## src/rtl/core/gkc_pkg.sv

```systemverilog
// Shared types and constants for the grayscale kernel convolution block.
// Used by the front end, window queue, arithmetic back end and top level.
`default_nettype none

package gkc_pkg;

    localparam int KSIZE     = 3;
    localparam int HIST      = KSIZE - 1;
    localparam int TAPS      = KSIZE * KSIZE;
    localparam int MAX_WIDTH = 1024;
    localparam int COL_W     = $clog2(MAX_WIDTH);
    localparam int LW_W      = 11;
    localparam int ROW_W     = 11;
    localparam int PIX_W     = 8;
    localparam int RGB_W     = 3 * PIX_W;
    localparam int COEF_W    = 12;
    localparam int ROWC_W    = KSIZE * COEF_W;
    localparam int PROD_W    = PIX_W + 1 + COEF_W;
    localparam int RSUM_W    = PROD_W + 2;
    localparam int SUM_W     = RSUM_W + 1;
    localparam int FRAC_W    = 8;
    localparam int GW_W      = 16;
    localparam int GPROD_W   = PIX_W + GW_W;
    localparam int LS_W      = HIST * PIX_W;
    localparam int QDEPTH    = 4;
    localparam int QPTR_W    = $clog2(QDEPTH);
    localparam int QLVL_W    = QPTR_W + 1;
    localparam int CFG_IDX_W = 2;

    localparam logic [GW_W-1:0] GRAY_W_R = 16'd19595;
    localparam logic [GW_W-1:0] GRAY_W_G = 16'd38469;
    localparam logic [GW_W-1:0] GRAY_W_B = 16'd7471;

    localparam logic [LW_W-1:0]  LW_MIN     = LW_W'(KSIZE);
    localparam logic [LW_W-1:0]  LW_MAX     = LW_W'(MAX_WIDTH);
    localparam logic [LW_W-1:0]  LW_RESET   = LW_W'(MAX_WIDTH);
    localparam logic [ROW_W-1:0] ROW_MAX    = {ROW_W{1'b1}};
    localparam logic [COL_W-1:0] COL_FIRST  = COL_W'(HIST);
    localparam logic [ROW_W-1:0] ROW_FIRST  = ROW_W'(HIST);
    localparam logic [QLVL_W:0]  QDEPTH_CMP = (QLVL_W + 1)'(QDEPTH);
    localparam logic [PIX_W-1:0] PIX_MAX    = {PIX_W{1'b1}};

    localparam logic [CFG_IDX_W-1:0] CFG_LINE_WIDTH = 2'd0;
    localparam logic [CFG_IDX_W-1:0] CFG_COEFF_ROW0 = 2'd1;
    localparam logic [CFG_IDX_W-1:0] CFG_COEFF_ROW1 = 2'd2;
    localparam logic [CFG_IDX_W-1:0] CFG_COEFF_ROW2 = 2'd3;

    typedef logic [KSIZE-1:0][ROWC_W-1:0] t_coeffs;

    typedef struct packed {
        logic                        row_end;
        logic [TAPS-1:0][PIX_W-1:0]  taps;
    } t_win_item;

endpackage

`default_nettype wire

```

## src/rtl/core/gkc_back.sv

```systemverilog
// Back end: multiplies a window by the kernel, sums, truncates and clamps,
// and holds the result in the output register. Uses gkc_pkg.
`default_nettype none

module gkc_back import gkc_pkg::*; (
    input  wire logic             i_clk,
    input  wire logic             i_rst_n,
    input  t_coeffs               i_coeffs,
    input  wire logic             i_q_nonempty,
    input  t_win_item             i_head,
    output logic                  o_pop,
    output logic                  m_axis_tvalid,
    input  wire logic             m_axis_tready,
    output logic [PIX_W-1:0]      m_axis_tdata,   // value
    output logic                  m_axis_tuser,   // clamped
    output logic                  m_axis_tlast    // row_end
);

    logic                     advance;
    logic                     r_b1_valid;
    logic                     r_b2_valid;
    logic                     r_b1_last;
    logic                     r_b2_last;
    logic signed [PROD_W-1:0] r_prod [TAPS];
    logic signed [PROD_W-1:0] n_prod [TAPS];
    logic signed [RSUM_W-1:0] r_rsum [KSIZE];
    logic signed [RSUM_W-1:0] n_rsum [KSIZE];
    logic signed [SUM_W-1:0]  total;
    logic [PIX_W-1:0]         n_value;
    logic                     n_clamped;

    assign advance = !m_axis_tvalid || m_axis_tready;
    assign o_pop   = advance && i_q_nonempty;

    always_comb begin
        for (int l = 0; l < KSIZE; l++) begin
            for (int k = 0; k < KSIZE; k++) begin
                n_prod[l*KSIZE + k] = PROD_W'($signed({1'b0, i_head.taps[l*KSIZE + k]})
                                    * $signed(i_coeffs[l][k*COEF_W +: COEF_W]));
            end
        end
        for (int l = 0; l < KSIZE; l++) begin
            n_rsum[l] = RSUM_W'(r_prod[l*KSIZE])
                      + RSUM_W'(r_prod[l*KSIZE + 1])
                      + RSUM_W'(r_prod[l*KSIZE + 2]);
        end
        total = SUM_W'(r_rsum[0]) + SUM_W'(r_rsum[1]) + SUM_W'(r_rsum[2]);
        if (total[SUM_W-1]) begin
            n_value   = '0;
            n_clamped = total <= -SUM_W'(256);
        end else if (total[SUM_W-2:FRAC_W+PIX_W] != '0) begin
            n_value   = PIX_MAX;
            n_clamped = 1'b1;
        end else begin
            n_value   = total[FRAC_W+PIX_W-1:FRAC_W];
            n_clamped = 1'b0;
        end
    end

    always_ff @(posedge i_clk) begin
        if (!i_rst_n) begin
            r_b1_valid    <= 1'b0;
            r_b2_valid    <= 1'b0;
            m_axis_tvalid <= 1'b0;
        end else if (advance) begin
            r_b1_valid    <= i_q_nonempty;
            r_b2_valid    <= r_b1_valid;
            m_axis_tvalid <= r_b2_valid;
        end
    end

    always_ff @(posedge i_clk) begin
        if (advance) begin
            r_b1_last <= i_head.row_end;
            r_b2_last <= r_b1_last;
            for (int i = 0; i < TAPS; i++) begin
                r_prod[i] <= n_prod[i];
            end
            for (int l = 0; l < KSIZE; l++) begin
                r_rsum[l] <= n_rsum[l];
            end
            m_axis_tdata <= n_value;
            m_axis_tuser <= n_clamped;
            m_axis_tlast <= r_b2_last;
        end
    end

endmodule

`default_nettype wire

```

## config.mk

```make
export PLATFORM = sky130hd
export DESIGN_NAME = gkc_back
export DESIGN_NICKNAME = d
export VERILOG_FILES = /design/src/rtl/core/gkc_pkg.sv /design/src/rtl/core/gkc_back.sv
export SDC_FILE = /design/constraint.sdc
export NUM_CORES = 2
export LEC_CHECK = 0
export BUFFER_PORTS_ARGS = -buffer_cell sky130_fd_sc_hd__buf_4
export CAP_MARGIN = 20
export CELL_PAD_IN_SITES_DETAIL_PLACEMENT = 2
export CELL_PAD_IN_SITES_GLOBAL_PLACEMENT = 2
export CORE_MARGIN = 1
export CORE_UTILIZATION = 38
export DETAILED_ROUTE_END_ITERATION = 7
export PLACE_DENSITY = 0.81
export SLEW_MARGIN = 20
export SYNTH_ARGS = -nofsm -noshare
export SYNTH_HDL_FRONTEND = slang
export SYNTH_SLANG_ARGS = --single-unit
```

## constraint.sdc

```tcl
create_clock -name i_clk -period 9.8 [get_ports i_clk]
set_input_delay 1.96 -clock i_clk [delete_from_list [all_inputs] [get_ports i_clk]]
set_output_delay 1.96 -clock i_clk [all_outputs]
set_load 0.03 [all_outputs]
```

# After elaboration in Yosys (flattened, before gate mapping)
# Memory sizes are Yosys's and may differ from the RTL's.
# Index checks and enable logic that the tools add are counted.
# word_totals
memories	2
output_inout_bits	12
elab_cells	37
in_bits	185
mem_bits_rw	258
register_bits	15
# mem_list
memory	words	word_bits	rd	rd_ports_with_merged_regs	wr	line_no	source
r_prod	9	21	9	0	9	gkc_back.sv:24	logic signed [PROD_W-1:0] r_prod [TAPS];
r_rsum	3	23	3	0	3	gkc_back.sv:26	logic signed [RSUM_W-1:0] r_rsum [KSIZE];
# op_classes
mux	5
magnitude_cmp	1
mul	9
n_addsub	8
reduce_logical	4
# ops
cell	n
$mul A9 B12 Y21	9
$add A22 B21 Y23	3
$add A21 B21 Y22	3
$add A23 B23 Y24	1
$add A24 B23 Y24	1
$le A24 B9 Y1 const B	1
$mux W8	1
$reduce_bool A7 Y1	1
$mux W1	4
$logic_and A1 B1 Y1	1
$logic_not A1 Y1	1
$logic_or A1 B1 Y1	1

# Logic depth before layout (Yosys ltp)
# logic_depth
depth_word	5
depth_mapped	21

# Worst setup path before layout
# No wires, ideal clock.
# synth_path
path_kind	input-to-output
start	input port m_axis_tready
end	output port o_pop
required_ns	7.840
path_stages	3
slack_ns	-0.198
t_arrival_ns	8.038
path_cell_list	nor2b_1 inv_1 and2_1
# synth_via
elab_chain_len	2
# synth_lines
element	line_no	source
start: declaration	gkc_back.sv:13	input wire logic m_axis_tready,
$logic_or A1 B1 Y1	gkc_back.sv:32	assign advance = !m_axis_tvalid || m_axis_tready;
$logic_and A1 B1 Y1	gkc_back.sv:33	assign o_pop = advance && i_q_nonempty;
end: declaration	gkc_back.sv:11	output logic o_pop,
# Every way passes these cells.

==> impl_metrics.csv <==
group,metric,value,unit
synth,yosys_warnings,0,
place,place_hpwl,111000,um
min_path,hp-class,"flip-flop to flip-flop",
timing,setup_viol,0,
global_route,grt-ovfl-total,0,
synth,syn_nets,6257,
synth,synth_edf_count,270,
cts,htree_num_levels,2,
floorplan,core.rowCount,127,
synth,synthMuxAreaShare,0,%
synth,synth_top_area_cell,"fa_1",
global_route,antenna_found_initial,12,
route,postRouteAntennaNets,0,
synth,synthAdderAreaFrac,46.8,%
worst_setup_path,worstSetupEndpointType,"flip-flop",
synth,synth-xor-area-share,4.04,%
worst_setup_path,critical_path_class,"primary input to flip-flop",
cts,clockRootBuffer,"clkbuf_16",
timing,drv_slew,0,
job,cap_violations,0,
global_route,grt_max_degree,149,
floorplan,ios,197,
synth,synth_cell_type_count,68,
route,totalWireLength,133000,um
floorplan,die_h,351,um
synth,synth_commonest_cells,"inv_1, fa_1, nand2_1, and2_1, ha_1",
floorplan,die_area,123000,um^2
status,status,"finished clean",
synth,ys_async_sr_fraction,0,%
cts,tritoncts,"yes",
timing,fin_setup_tns,0,ns
worst_setup_path,cp_data_required_time,10.10,ns
route,drtIter0Drc,1045,
route,dr.pass1.iters,5,
timing,hold_viol_final,0,
floorplan,die_width,351,um
cts,clk_path_buf_depth,3,
route,wl_per_cell,20.1,um
synth,synth_top_family_by_area,"adder cells",
worst_setup_path,arrival,6.68,ns
layout,nets,6408,
floorplan,core,120000,um^2
worst_setup_path,cp_max_fo,12,
synth,synth-seq-cells,273,
synth,yosysTopAreaCellShare,34.3,%
synth,synth_flop_cell,"edfxtp_1",
cts,insertion_delay,0.56,ns
cts,cts.reportedPaths.clkPinSlew,0.06,ns
synth,ys_seq_area_share,17.7,%
global_route,grt_pass1_vias,39817,
global_route,grt_usage,22.2,%
cts,cts_buffers,36,
layout,drive_above_1_share,5.67,%
floorplan,start_util,38.4,%
cts,cts_hold_buffers,0,
layout,final_cell_area,50600,um^2
place,place.gp.congestion,0.805,
timing,skew,0.0304,ns
synth,ys_top_cells_by_area,"fa_1, edfxtp_1, ha_1, inv_1, and2_1",
timing,rsz0062_at_grt,"no",
synth,synthCells,4817,
synth,synth_most_common_cell,"inv_1",
place,placed_area,49400,um^2
timing,layout_setup_ws,3.42,ns
cts,clock_sinks,273,
route,drc,0,
timing,max_slew.worst_pin.slew,1.05,ns
synth,synthSimpleGateAreaFrac,15.0,%
timing,final.period_utilization,65.1,%
synth,syn_area,46200,um^2
worst_setup_path,cp-start-kind,"primary input",
layout,syn_to_final_growth,9.49,%
timing,min_period,6.38,ns
global_route,grt_pass1_wl,215000,um
place,io_buffers,196,
synth,synth_compound_area_share,6.28,%
synth,syn_area_per_cell,9.60,um^2
timing,whs,0.418,ns
cts,ctsResizeCount,0,
cts,post_cts_buffers,0,
route,avgViaCountPerCell,5.03,
route,dr_total_vias,33246,
timing,fmax,157,MHz
place,pre_cts_ws,2.84,ns
timing,slew_headroom,30.2,%
area by class of cell:
cell class | count | area (um^2)
Clock inverter | 23 | 211
Tap cell | 1612 | 2020
Multi-Input combinational cell | 3288 | 33300
Sequential cell | 273 | 8170
Timing Repair Buffer | 199 | 1510
Antenna cell | 5 | 12.5
Fill cell | 13063 | 69700
Inverter | 1170 | 4400
Clock buffer | 41 | 962
cells in the final DEF (no fill, tap or decap), types with 49 or more instances in the layout:
| cell | n |
|---|---|
| ha_1 | 463 |
| nand3_1 | 74 |
| fa_1 | 792 |
| xnor2_1 | 164 |
| edfxtp_1 | 270 |
| a21oi_1 | 143 |
| inv_1 | 1169 |
| and2_1 | 473 |
| nand2_1 | 512 |
| xor2_1 | 49 |
| o21ai_0 | 79 |
| nor2_1 | 109 |
| buf_4 | 198 |
worst paths after layout:
check                         to  cells after the start  slack [ns]          from
setup / recovery  r_prod[0][104]                     18        3.42    i_head[32]
hold / removal         r_b2_last                      0        0.42     r_b1_last
setup reg to reg    m_axis_tuser                     13        5.48  r_rsum[0][1]
hold reg to reg        r_b2_last                      0        0.42     r_b1_last
through the flow:
step           instances  utilization [%]
5_1_grt             6611             42.1
6_report            6611             42.1
3_3_place_gp        6542             41.1
2_1_floorplan       4817                -
3_5_place_dp        6542             41.1
4_1_cts             6606             42.1
critical path, cell delays in order:
cell	delay [ns]
buf_4	0.16
nand2_1	0.10
fa_1	0.54
inv_1	0.06
fa_1	0.54
inv_1	0.07
fa_1	0.49
fa_1	0.49
inv_1	0.04
ha_1	0.32
o21ai_0	0.10
nand2b_1	0.13
a21o_1	0.23
a31o_2	0.27
a211oi_1	0.44
nor3_1	0.18
o211ai_1	0.20
or3b_1	0.37
sequential cells by signal, indices dropped and copies added (netlist names):
register / cells
m_axis_tuser: 1
r_prod: 189
r_b1_valid: 1
r_b2_valid: 1
r_b1_last: 1
r_b2_last: 1
r_rsum: 69
m_axis_tdata: 8
m_axis_tvalid: 1
m_axis_tlast: 1
per-layer routing:
layer	part of all wire, %	vias to the layer above	global-route usage [%]
met4	2.5	8	5.69
met3	2.3	177	1.95
met1	40	17494	26.4
met2	55	402	42.6
met5	0.039	-	0
li1	-	15165	-
logic make-up (layout without fill, tap and decap cells):
kind of cell    count (synthesis)  in the layout
flops                         273            273
xor+xnor                      213            213
simple gates                 1371           1371
other cells                     0              5
buf+inv                      1256           1433
fa+ha+maj                    1255           1255
compound gates                449            449
Power is left out: the tool's default activity adds up to more than one toggle a clock period on the data nets, which glitch-free logic cannot reach.
