<file path="config.mk">
export PLATFORM = sky130hd
export DESIGN_NAME = gkc_queue
export DESIGN_NICKNAME = d
export VERILOG_FILES = /design/src/rtl/core/gkc_pkg.sv /design/src/rtl/core/gkc_queue.sv
export SDC_FILE = /design/constraint.sdc
export NUM_CORES = 1
export LEC_CHECK = 0
export BUFFER_PORTS_ARGS = -buffer_cell sky130_fd_sc_hd__buf_2
export CAP_MARGIN = 25
export CORE_MARGIN = 10
export CORE_UTILIZATION = 55
export DETAILED_ROUTE_END_ITERATION = 12
export PLACE_DENSITY = 0.74
export SLEW_MARGIN = 30
export SYNTH_ARGS = -nofsm -noshare
export SYNTH_HDL_FRONTEND = slang
export SYNTH_SLANG_ARGS = --single-unit
</file>
<file path="constraint.sdc">
create_clock -name i_clk -period 3.1 [get_ports i_clk]
set_clock_uncertainty 0.15 [all_clocks]
set_input_delay 0.155 -clock i_clk [delete_from_list [all_inputs] [get_ports i_clk]]
set_output_delay 0.155 -clock i_clk [all_outputs]
set_load 0.05 [all_outputs]
</file>
<file path="src/rtl/core/gkc_pkg.sv">
// Shared types and constants for the grayscale kernel convolution block.
// Used by the front end, window queue, arithmetic back end and top level.
`default_nettype none

package gkc_pkg;

    localparam int KSIZE     = 3;
    localparam int HIST      = KSIZE - 1;
    localparam int TAPS      = KSIZE * KSIZE;
    localparam int MAX_WIDTH = 1024;
    localparam int COL_W     = $clog2(MAX_WIDTH);
    localparam int LW_W      = 11;
    localparam int ROW_W     = 11;
    localparam int PIX_W     = 8;
    localparam int RGB_W     = 3 * PIX_W;
    localparam int COEF_W    = 12;
    localparam int ROWC_W    = KSIZE * COEF_W;
    localparam int PROD_W    = PIX_W + 1 + COEF_W;
    localparam int RSUM_W    = PROD_W + 2;
    localparam int SUM_W     = RSUM_W + 1;
    localparam int FRAC_W    = 8;
    localparam int GW_W      = 16;
    localparam int GPROD_W   = PIX_W + GW_W;
    localparam int LS_W      = HIST * PIX_W;
    localparam int QDEPTH    = 4;
    localparam int QPTR_W    = $clog2(QDEPTH);
    localparam int QLVL_W    = QPTR_W + 1;
    localparam int CFG_IDX_W = 2;

    localparam logic [GW_W-1:0] GRAY_W_R = 16'd19595;
    localparam logic [GW_W-1:0] GRAY_W_G = 16'd38469;
    localparam logic [GW_W-1:0] GRAY_W_B = 16'd7471;

    localparam logic [LW_W-1:0]  LW_MIN     = LW_W'(KSIZE);
    localparam logic [LW_W-1:0]  LW_MAX     = LW_W'(MAX_WIDTH);
    localparam logic [LW_W-1:0]  LW_RESET   = LW_W'(MAX_WIDTH);
    localparam logic [ROW_W-1:0] ROW_MAX    = {ROW_W{1'b1}};
    localparam logic [COL_W-1:0] COL_FIRST  = COL_W'(HIST);
    localparam logic [ROW_W-1:0] ROW_FIRST  = ROW_W'(HIST);
    localparam logic [QLVL_W:0]  QDEPTH_CMP = (QLVL_W + 1)'(QDEPTH);
    localparam logic [PIX_W-1:0] PIX_MAX    = {PIX_W{1'b1}};

    localparam logic [CFG_IDX_W-1:0] CFG_LINE_WIDTH = 2'd0;
    localparam logic [CFG_IDX_W-1:0] CFG_COEFF_ROW0 = 2'd1;
    localparam logic [CFG_IDX_W-1:0] CFG_COEFF_ROW1 = 2'd2;
    localparam logic [CFG_IDX_W-1:0] CFG_COEFF_ROW2 = 2'd3;

    typedef logic [KSIZE-1:0][ROWC_W-1:0] t_coeffs;

    typedef struct packed {
        logic                        row_end;
        logic [TAPS-1:0][PIX_W-1:0]  taps;
    } t_win_item;

endpackage

`default_nettype wire

</file>
<file path="src/rtl/core/gkc_queue.sv">
// Short FIFO of complete windows between the front end and the back end.
// Uses gkc_pkg for the item type and depth.
`default_nettype none

module gkc_queue import gkc_pkg::*; (
    input  wire logic              i_clk,
    input  wire logic              i_rst_n,
    input  wire logic              i_push,
    input  t_win_item              i_item,
    input  wire logic              i_pop,
    output logic                   o_nonempty,
    output t_win_item              o_head,
    output logic [QLVL_W-1:0]      o_level
);

    t_win_item         r_mem [QDEPTH];
    logic [QPTR_W-1:0] r_wr_ptr;
    logic [QPTR_W-1:0] r_rd_ptr;
    logic [QLVL_W-1:0] r_count, n_count;

    assign o_nonempty = r_count != '0;
    assign o_head     = r_mem[r_rd_ptr];
    assign o_level    = r_count;

    always_comb begin
        n_count = r_count;
        if (i_push && !i_pop) begin
            n_count = r_count + QLVL_W'(1);
        end else if (!i_push && i_pop) begin
            n_count = r_count - QLVL_W'(1);
        end
    end

    always_ff @(posedge i_clk) begin
        if (!i_rst_n) begin
            r_wr_ptr <= '0;
            r_rd_ptr <= '0;
            r_count  <= '0;
        end else begin
            r_count <= n_count;
            if (i_push) begin
                r_wr_ptr <= r_wr_ptr + QPTR_W'(1);
            end
            if (i_pop) begin
                r_rd_ptr <= r_rd_ptr + QPTR_W'(1);
            end
        end
    end

    always_ff @(posedge i_clk) begin
        if (i_push) begin
            r_mem[r_wr_ptr] <= i_item;
        end
    end

endmodule

`default_nettype wire

</file>
# == After elaboration in Yosys (flattened, before gate mapping) ==
# Memory sizes are Yosys's and may differ from the RTL's. A register that Yosys moved wholly into a read port is not among the register bits.
# Index checks and enable logic that the tools add are counted.
# op_classes
n_addsub,4
n_mux,6
n_reduce_logical,6
# ops
operator,n
2-to-1 mux 3 bit,2
adder 2 x 1 -> 2 bit (second input constant),2
2-to-1 mux 2 bit,2
adder 3 x 1 -> 3 bit (second input constant),1
nonzero test 3 bit,1
subtractor 3 x 1 -> 3 bit (second input constant),1
logical AND 1 bit,2
zero test 1 bit,2
2-to-1 mux 1 bit,2
nonzero test 2 bit,1
# totals
memories,1
mem_bits_rw,292
output_inout_bits,77
inputBits,77
reg_bits,7
# memory_table
name,words,word_bits,read_ports,rd_ports_with_merged_regs,write_ports,line_no,source
r_mem,4,73,1,1,1,gkc_queue.sv:16,t_win_item r_mem [QDEPTH];

# == Depth between registers and ports, before layout ==
# Gate-level depths: netlist of run 1.
# depth
word_depth,4
mapped_depth,7
mapped_depth_nobuf,7

# == Worst setup path after synthesis of run 1 ==
# Ideal clock, no wire load.
# synth_path
kind,register -> register
startpoint,register r_wr_ptr[0]
endpoint,memory r_mem[0][0] (netlist bit) (enable)
stages_incl_launch_ff,4
slack_ps,263
path_buffers,0
required_ps,2511
setup_ps,439
period_less_slack_ps,2837
arrival_time_ps,2248
cell_sequence,dfxtp_1 -> inv_1 -> ha_1 -> and2_1
# synth_rtl
element,line_no,source
"start, declared",gkc_queue.sv:17,logic [QPTR_W-1:0] r_wr_ptr;
"start signal, assigned",gkc_queue.sv:42,r_wr_ptr <= r_wr_ptr + QPTR_W'(1);
"end, declared",gkc_queue.sv:16,
# No word-level cell before the write port.

==> flow_metrics.tcl, run 1 <==
set metrics [dict create \
    post_cts_resized 0 \
    fin_crit_sh_pct 84.17 \
    cp_top_family "flip-flops" \
    finalSetupTns_ns 0 \
    avgSynthCellArea_sq_um 26.12 \
    synth_edf_count 292 \
    reg2regPathDepth 3 \
    yosys-top-cells-area "edfxtp_1, mux4_2, dfxtp_1, buf_12, ha_1" \
    grt_max_degree 44 \
    post-route-util_pct 70.42 \
    period_needed_ns 2.609 \
    worstMarginPinSlew_ns 0.6899 \
    clk_pin_slew_ns 0.06 \
    synth_ff_type "edfxtp_1" \
    numCtsBuffers 29 \
    cts.path.max_buffers 3 \
    final_max_slew_viol_count 0 \
    drt-vias-per-instance 5.483 \
    clk_latency_ns 0.53 \
    totalWireLength_mm 21.79 \
    cts_tree "done" \
    grt_overflow 0 \
    ys_seq_area_share_pct 81.01 \
    comb_power_share_pct 14.9 \
    synth_top_area_share_pct 79.37 \
    grt_pass1_wl_mm 34.26 \
    rsz0062_at_grt "no" \
    critical_path_class "flop to output port" \
    r2r-end "r_mem[3][60]" \
    initial_utilization_pct 56.39 \
    final_common_cell "edfxtp_1" \
    crit_end "o_head[8]" \
    hold_class "input pin to flop" \
    mostFrequentLayoutCells "edfxtp_1, buf_2, dlygate4sd3_1" \
    synth_cell_types 20 \
    die_width_um 161.7 \
    synth_seq_cells 301 \
    total_power_w 0.009500 \
    dr.first_iter.drc_count 317 \
    antenna_left 0 \
    core_area_sq_mm 0.01959 \
    dr.pass1.iters 4 \
    dp_slack_ns 0.9496 \
    root_buffer "clkbuf_16" \
    ir_drop_mv 0.7041 \
    synth_nets 506 \
    critical_path.cell_chain "buf_4, mux4_2, buf_2" \
    p_sw_w 0.002404 \
    max_freq_mhz 383.2 \
    first_global_vias 5899 \
    arrival_ns 2.30 \
    antenna_found_initial 1 \
    ioPinCount 154 \
    die_h_um 161.7 \
    cp.required_ns 2.79 \
    cts_setup_buffers 0 \
    hold_viol_final 0 \
    wl_per_cell_um 22.44 \
    synthArstFlopShare_pct 0 \
    htreeDepth 1 \
    power.density_mw_per_mm2 688.6 \
    port_buffers 153 \
    crit_fanout 23 \
    fin_nets 767 \
    holdWs_ns 0.2313 \
    setup_viol 0 \
    internal_power_w 0.007096 \
    rrSetupSlack_ns 1.10 \
    regArea_sq_mm 0.008956 \
    grt_usage_pct 16.63 \
    syn_area_sq_mm 0.01105 \
    syn-instance-count 423 \
    clock_sinks 301 \
    remaining_drc_errors 0 \
    yosys_warnings 0 \
    seq_power_share_pct 50.1 \
    cap_violations 0 \
    multi_input_area_sq_mm 0.001902 \
    critical_path.startpoint_type "flop" \
    vias 5324 \
    crit_cells 3 \
    slowest_stage "dfxtp_4" \
    n_fill_cell 1169 \
    dpl.hpwl_mm 13.36 \
    pwr-share-clk_pct 35.0 \
    switching_share_pct 25.30 \
    r2r-start "r_wr_ptr[0]" \
    syn_to_final_growth_pct 24.88 \
    postLayoutSetupSlackWorst_ns 0.4907 \
    dieArea_sq_mm 0.02615 \
    status "complete, no violations" \
    slowest_delay_ns 0.66 \
    layout-drive-gt1-share_pct 40.43 \
    worstSetupEndpointType "output port" \
    synth_area_leader_cell "edfxtp_1" \
    power.leakage_nw 4.759 \
    slew_headroom_pct 54.01 \
    path_buf_inv 2 \
    row_count 51 \
    gp_congestion 0.6955 \
]
[what timing repair did]
item | CTS | global route
endpoints found under the hold margin | 301 | 0
hold buffers | 76 | 0
setup endpoints to repair | 0 | 0
[registers in the layout, indices dropped and copies added, names as in the netlist, named ones only]
name	flops
r_mem	292
r_wr_ptr	2
o_level	3
r_rd_ptr	2
[layer usage]
layer / vias to the layer above / global-route usage, % / share of wire [%]
met1: 2785 / 21.74 / 40
met4: 0 / 3.102 / 1.3
met5: - / 0 / 0
li1: 2327 / - / -
met3: 26 / 3.640 / 7.1
met2: 186 / 28.50 / 52
[power groups by stage]
stage               clock (W)  sequential, W  combinational (W)
finish                0.00333        0.00476            0.00141
floorplan                   0        0.00483            0.00102
global placement            0        0.00483            0.00133
CTS                   0.00337        0.00476            0.00143
global route          0.00356        0.00478            0.00150
detailed placement          0        0.00485            0.00135
[synth_stat cells (all sizes together), types with 2 or more instances]
library cell	count
and2	9
buf	15
dfxtp	9
edfxtp	292
ha	5
inv	4
mux2i	2
mux4	73
nor2b	2
or3	2
xnor2	2
xor2	3
[metrics by stage]
stage / instances / area, sq um
2_1_floorplan: 423 / 11050
3_3_place_gp: 842 / 12140
3_5_place_dp: 842 / 12140
4_1_cts: 970 / 13790
5_1_grt: 970 / 13790
6_report: 971 / 13800
[how the worst min path moves through the flow]
| stage | start | to | slack [ns] | cells past startpoint |
|---|---|---|---|---|
| after CTS | i_item[63] | r_mem[0][63] | 0.21 | 2 |
| after global placement | i_item[4] | r_mem[0][4] | 0.21 | 1 |
| final | i_item[44] | r_mem[1][44] | 0.23 | 2 |
| after detailed placement | i_item[63] | r_mem[0][63] | 0.22 | 1 |
| after global routing | i_item[4] | r_mem[1][4] | 0.22 | 2 |
| after floorplan | i_item[0] | r_mem[0][0] | 0.10 | 0 |
[layout make-up]
cell class,count,share of cell area [%]
multi-input combinational,102,13.79
clock buffer,36,5.451
antenna,1,0.01814
tap,265,2.403
inverter,4,0.1088
timing repair buffer,246,12.26
clock inverter,16,1.052
sequential,301,64.92
[cells by family after synthesis]
group / synth area share (%)
AOI/OAI and AO/OA: 0.1132
xor gates and xnor gates: 0.3965
adders and majority gates: 0.7475
buffers and inverters: 1.869
DFF: 81.01
muxes: 15.10
and+or+nand+nor: 0.7701
Power figures use the tool's default switching activity.
==> run 2, diff against run 1 <==
- clock period: 3.1 -> 2.5 ns (I/O delays scaled with it)
==> flow_metrics.tcl, run 2 (synthesis gave the netlist of run 1 again) <==
set metrics [dict create \
    gp_congestion 0.7164 \
    core_area_sq_mm 0.01959 \
    top_register "r_mem" \
    syn_to_final_growth_pct 26.07 \
    slew_headroom_pct 65.82 \
    hold_viol_final 0 \
    clk_latency_ns 0.52 \
    root_buffer "clkbuf_16" \
    antenna_left 0 \
    r2r-start "o_level[0]" \
    slowest_delay_ns 0.56 \
    period_needed_ns 2.286 \
    cp.required_ns 2.23 \
    layout-drive-gt1-share_pct 41.02 \
    rrSetupSlack_ns 0.74 \
    ir_drop_mv 0.5641 \
    row_count 51 \
    worstMarginPinSlew_ns 0.5127 \
    power.density_mw_per_mm2 862.9 \
    slowest_stage "mux4_2" \
    dieArea_sq_mm 0.02615 \
    power.leakage_nw 4.804 \
    grt_overflow 0 \
    post_cts_resized 0 \
    max_freq_mhz 437.5 \
    die_h_um 161.7 \
    fin_area_sq_mm 0.01393 \
    remaining_drc_errors 0 \
    placedInstanceArea_sq_mm 0.01217 \
    mostFrequentLayoutCells "edfxtp_1, buf_2, dlygate4sd3_1" \
    arrival_ns 2.01 \
    antenna_found_initial 2 \
    critical_path_class "flop to output port" \
    clk_pin_slew_ns 0.06 \
    status "complete, no violations" \
    finalSetupTns_ns 0 \
    rsz0062_at_grt "no" \
    grt_pass1_wl_mm 34.72 \
    cp_top_family "multiplexers" \
    fin_crit_sh_pct 91.44 \
    grt_max_degree 42 \
    numCtsBuffers 29 \
    dpl.hpwl_mm 13.25 \
    cts_tree "done" \
    worstSetupEndpointType "output port" \
    hp-start "i_item[7]" \
    grt_usage_pct 16.88 \
    final_common_cell "edfxtp_1" \
    crit_fanout 9 \
    path_buf_inv 2 \
    ioPinCount 154 \
    port_buffers 153 \
    initial_utilization_pct 56.39 \
    cap_violations 0 \
    htreeDepth 1 \
    dr.pass1.iters 5 \
    die_width_um 161.7 \
    drt-vias-per-instance 5.509 \
    first_global_vias 5974 \
    final_max_slew_viol_count 0 \
    critical_path.startpoint_type "flop" \
    critical_path.cell_chain "buf_4, mux4_2, buf_2" \
    largest_reg_flops 292 \
    totalWireLength_mm 21.92 \
    setup_viol 0 \
    dr.first_iter.drc_count 432 \
    fin_nets 768 \
    wl_per_cell_um 22.50 \
    cts.path.max_buffers 3 \
    post-route-util_pct 71.09 \
    clock_sinks 301 \
    vias 5366 \
    hold_class "input pin to flop" \
]
## run 2: cell count changes in the layout (fill, tap and decap cells not counted)
| cell | before | now |
|---|---|---|
| inv_6 | 0 | 1 |
| dlygate4sd3_1 | 76 | 77 |
| bufinv_16 | 3 | 5 |
| buf_12 | 3 | 7 |
| clkinvlp_4 | 0 | 2 |
| clkbuf_1 | 7 | 4 |
| diode_2 | 1 | 2 |
| clkinv_1 | 8 | 7 |
| buf_4 | 14 | 10 |
## run 2: repair_timing
action	CTS	global route
hold buffers	77	0
endpoints found under the setup margin	7	0
setup buffers	2	0
endpoints found under the hold margin	301	0
## run 2: cell type report
class | count | area, sq um
Timing Repair Buffer | 247 | 1752
Multi-Input combinational cell | 102 | 1902
Sequential cell | 301 | 8956
Clock inverter | 20 | 225.2
Antenna cell | 2 | 5.005
Inverter | 4 | 15.01
Fill cell | 1167 | 5663
Clock buffer | 33 | 740.7
Tap cell | 265 | 331.6
## run 2: per-layer routing
metal	GRT usage (%)	vias to the layer above	part of all wire [%]	routed length (um)
met4	3.929	0	1.6	346
met1	21.63	2766	40	8737
met2	28.52	238	50	11000
met5	0	-	0	0
met3	4.348	29	8.3	1829
li1	-	2333	-	-
## run 2: through the flow
| step | worst slack [ns] | power, W | hold WS (ns) | std cells |
|---|---|---|---|---|
| final | 0.2140 | 0.01202 | 0.1942 | 974 |
| after global routing | 0.1132 | 0.01246 | 0.1740 | 973 |
| after CTS | 0.1526 | 0.01214 | 0.1688 | 972 |
| after detailed placement | 0.5268 | 0.007693 | 0.1928 | 840 |
| after global placement | 0.5979 | 0.007649 | 0.1844 | 840 |
| after floorplan | 0.4619 | 0.007241 | 0.07387 | 423 |
## run 2: path summary, 6_finish.rpt
check / end / cells past startpoint
worst max-delay path: o_head[41] / 3
worst min-delay path: r_mem[1][7] / 2
worst max register to register: o_level[2] / 4
worst min register to register: o_level[2] / 2
## run 2: report_power, final
group          total, W  switching [W]  internal (W)
clock           0.00434        0.00171       0.00263
combinational   0.00180        0.00120      0.000600
sequential      0.00588      0.0000848       0.00579
total            0.0120        0.00299       0.00903
==> run 3, diff against run 2 <==
- PLACE_DENSITY: 0.74 -> 0.77
==> flow_metrics.tcl, run 3 (synthesis gave the netlist of run 1 again) <==
set metrics [dict create \
    finalSetupTns_ns 0 \
    crit_fanout 35 \
    die_h_um 161.7 \
    critical_path.startpoint_type "flop" \
    fin_nets 772 \
    wl_per_cell_um 22.91 \
    syn_to_final_growth_pct 27.14 \
    fin_crit_sh_pct 93.24 \
    numCtsBuffers 30 \
    first_global_vias 6050 \
    grt_usage_pct 17.22 \
    post_cts_resized 0 \
    dieArea_sq_mm 0.02615 \
    critical_path_class "flop to output port" \
    top_register "r_mem" \
    clock_sinks 301 \
    gp_congestion 0.7514 \
    cp.required_ns 2.23 \
    total_power_w 0.01214 \
    setup_viol 0 \
    root_buffer "clkbuf_16" \
    ioPinCount 154 \
    core_area_sq_mm 0.01959 \
    hold_viol_final 0 \
    rsz0062_at_grt "no" \
    port_buffers 153 \
    remaining_drc_errors 0 \
    worstMarginPinSlew_ns 0.5387 \
    totalWireLength_mm 22.47 \
    power.leakage_nw 4.860 \
    dpl.hpwl_mm 13.62 \
    final_max_slew_viol_count 0 \
    hold_class "input pin to flop" \
    pwr-share-clk_pct 36.5 \
    antenna_found_initial 3 \
    fin_area_sq_mm 0.01404 \
    mostFrequentLayoutCells "edfxtp_1, buf_2, dlygate4sd3_1" \
    power.density_mw_per_mm2 864.1 \
    vias 5416 \
    comb_power_share_pct 15.0 \
    grt_overflow 0 \
    antenna_left 0 \
    ir_drop_mv 0.8691 \
    grt_max_degree 36 \
    seq_power_share_pct 48.4 \
    switching_share_pct 25.27 \
    post-route-util_pct 71.69 \
    die_width_um 161.7 \
    internal_power_w 0.009069 \
    initial_utilization_pct 56.39 \
    cap_violations 0 \
    period_needed_ns 2.331 \
    max_freq_mhz 429.0 \
    arrival_ns 2.06 \
    grt_pass1_wl_mm 35.31 \
    dr.first_iter.drc_count 405 \
    cts_tree "done" \
    clk_pin_slew_ns 0.06 \
    p_sw_w 0.003068 \
    n_fill_cell 1166 \
    cts_setup_buffers 0 \
    final_common_cell "edfxtp_1" \
    holdBufCountCts 76 \
    cts.path.max_buffers 3 \
    htreeDepth 1 \
    status "complete, no violations" \
    placedInstanceArea_sq_mm 0.01228 \
    drt-vias-per-instance 5.521 \
    worstSetupEndpointType "output port" \
    clk_latency_ns 0.53 \
    layout-drive-gt1-share_pct 41.94 \
    slew_headroom_pct 64.09 \
    dr.pass1.iters 5 \
    row_count 51 \
    largest_reg_flops 292 \
]
==> run 3: cell types whose count changed in the layout (fill, tap and decap cells not counted) <==
cell,before,now
buf_12,7,12
buf_4,10,9
clkbuf_16,29,31
clkbuf_1,4,2
diode_2,2,3
bufinv_16,5,4
clkinv_2,5,9
dlygate4sd3_1,77,76
==> run 3: routing by layer <==
metal / track usage, % / wire length [um] / up-vias / share of wire (%)
met5: 0 / 0 / - / 0
met1: 22.02 / 8817 / 2823 / 39
met4: 3.805 / 320 / 0 / 1.4
met3: 4.120 / 1645 / 33 / 7.3
met2: 29.49 / 11690 / 206 / 52
li1: - / - / 2354 / -
==> run 3: layout make-up <==
type	instances	area (sq um)	area share [%]
multi-input combinational	102	1902	13.54
clock inverter	23	215.2	1.532
inverter	4	15.01	0.1069
clock buffer	33	783.3	5.577
antenna	3	7.507	0.05345
timing repair buffer	250	1834	13.06
sequential	301	8956	63.77
tap	265	331.6	2.361
==> run 3: worst max-delay path: stages, from the launching register on <==
cell	delay, ns
dfxtp_4	0.59
buf_12	0.28
mux4_2	0.39
buf_2	0.24
==> run 3: power groups by stage <==
stage	logic (W)	registers [W]	clock network, W
floorplan	0.00127	0.00598	0
global placement	0.00171	0.00596	0
detailed placement	0.00174	0.00598	0
CTS	0.00185	0.00588	0.00451
global route	0.00193	0.00589	0.00474
finish	0.00183	0.00588	0.00443
==> run 3: worst paths after layout <==
kind	startpoint	endpoint	slack, ns	cells after the start
worst max-delay path	flop	o_head[39]	0.17	3
worst min-delay path	i_item[46]	r_mem[2][46]	0.19	2
worst max register to register	r_wr_ptr[0]	r_mem[3][57]	0.65	3
worst min register to register	o_level[2]	o_level[2]	0.38	2
==> run 3: through the flow <==
stage,std cells,hold WS (ns),setup WS [ns]
4_1_cts,978,0.1684,0.1129
3_3_place_gp,846,0.1825,0.6909
3_5_place_dp,846,0.1917,0.6248
2_1_floorplan,423,0.07387,0.4619
5_1_grt,980,0.1942,0.05249
6_report,981,0.1891,0.1690
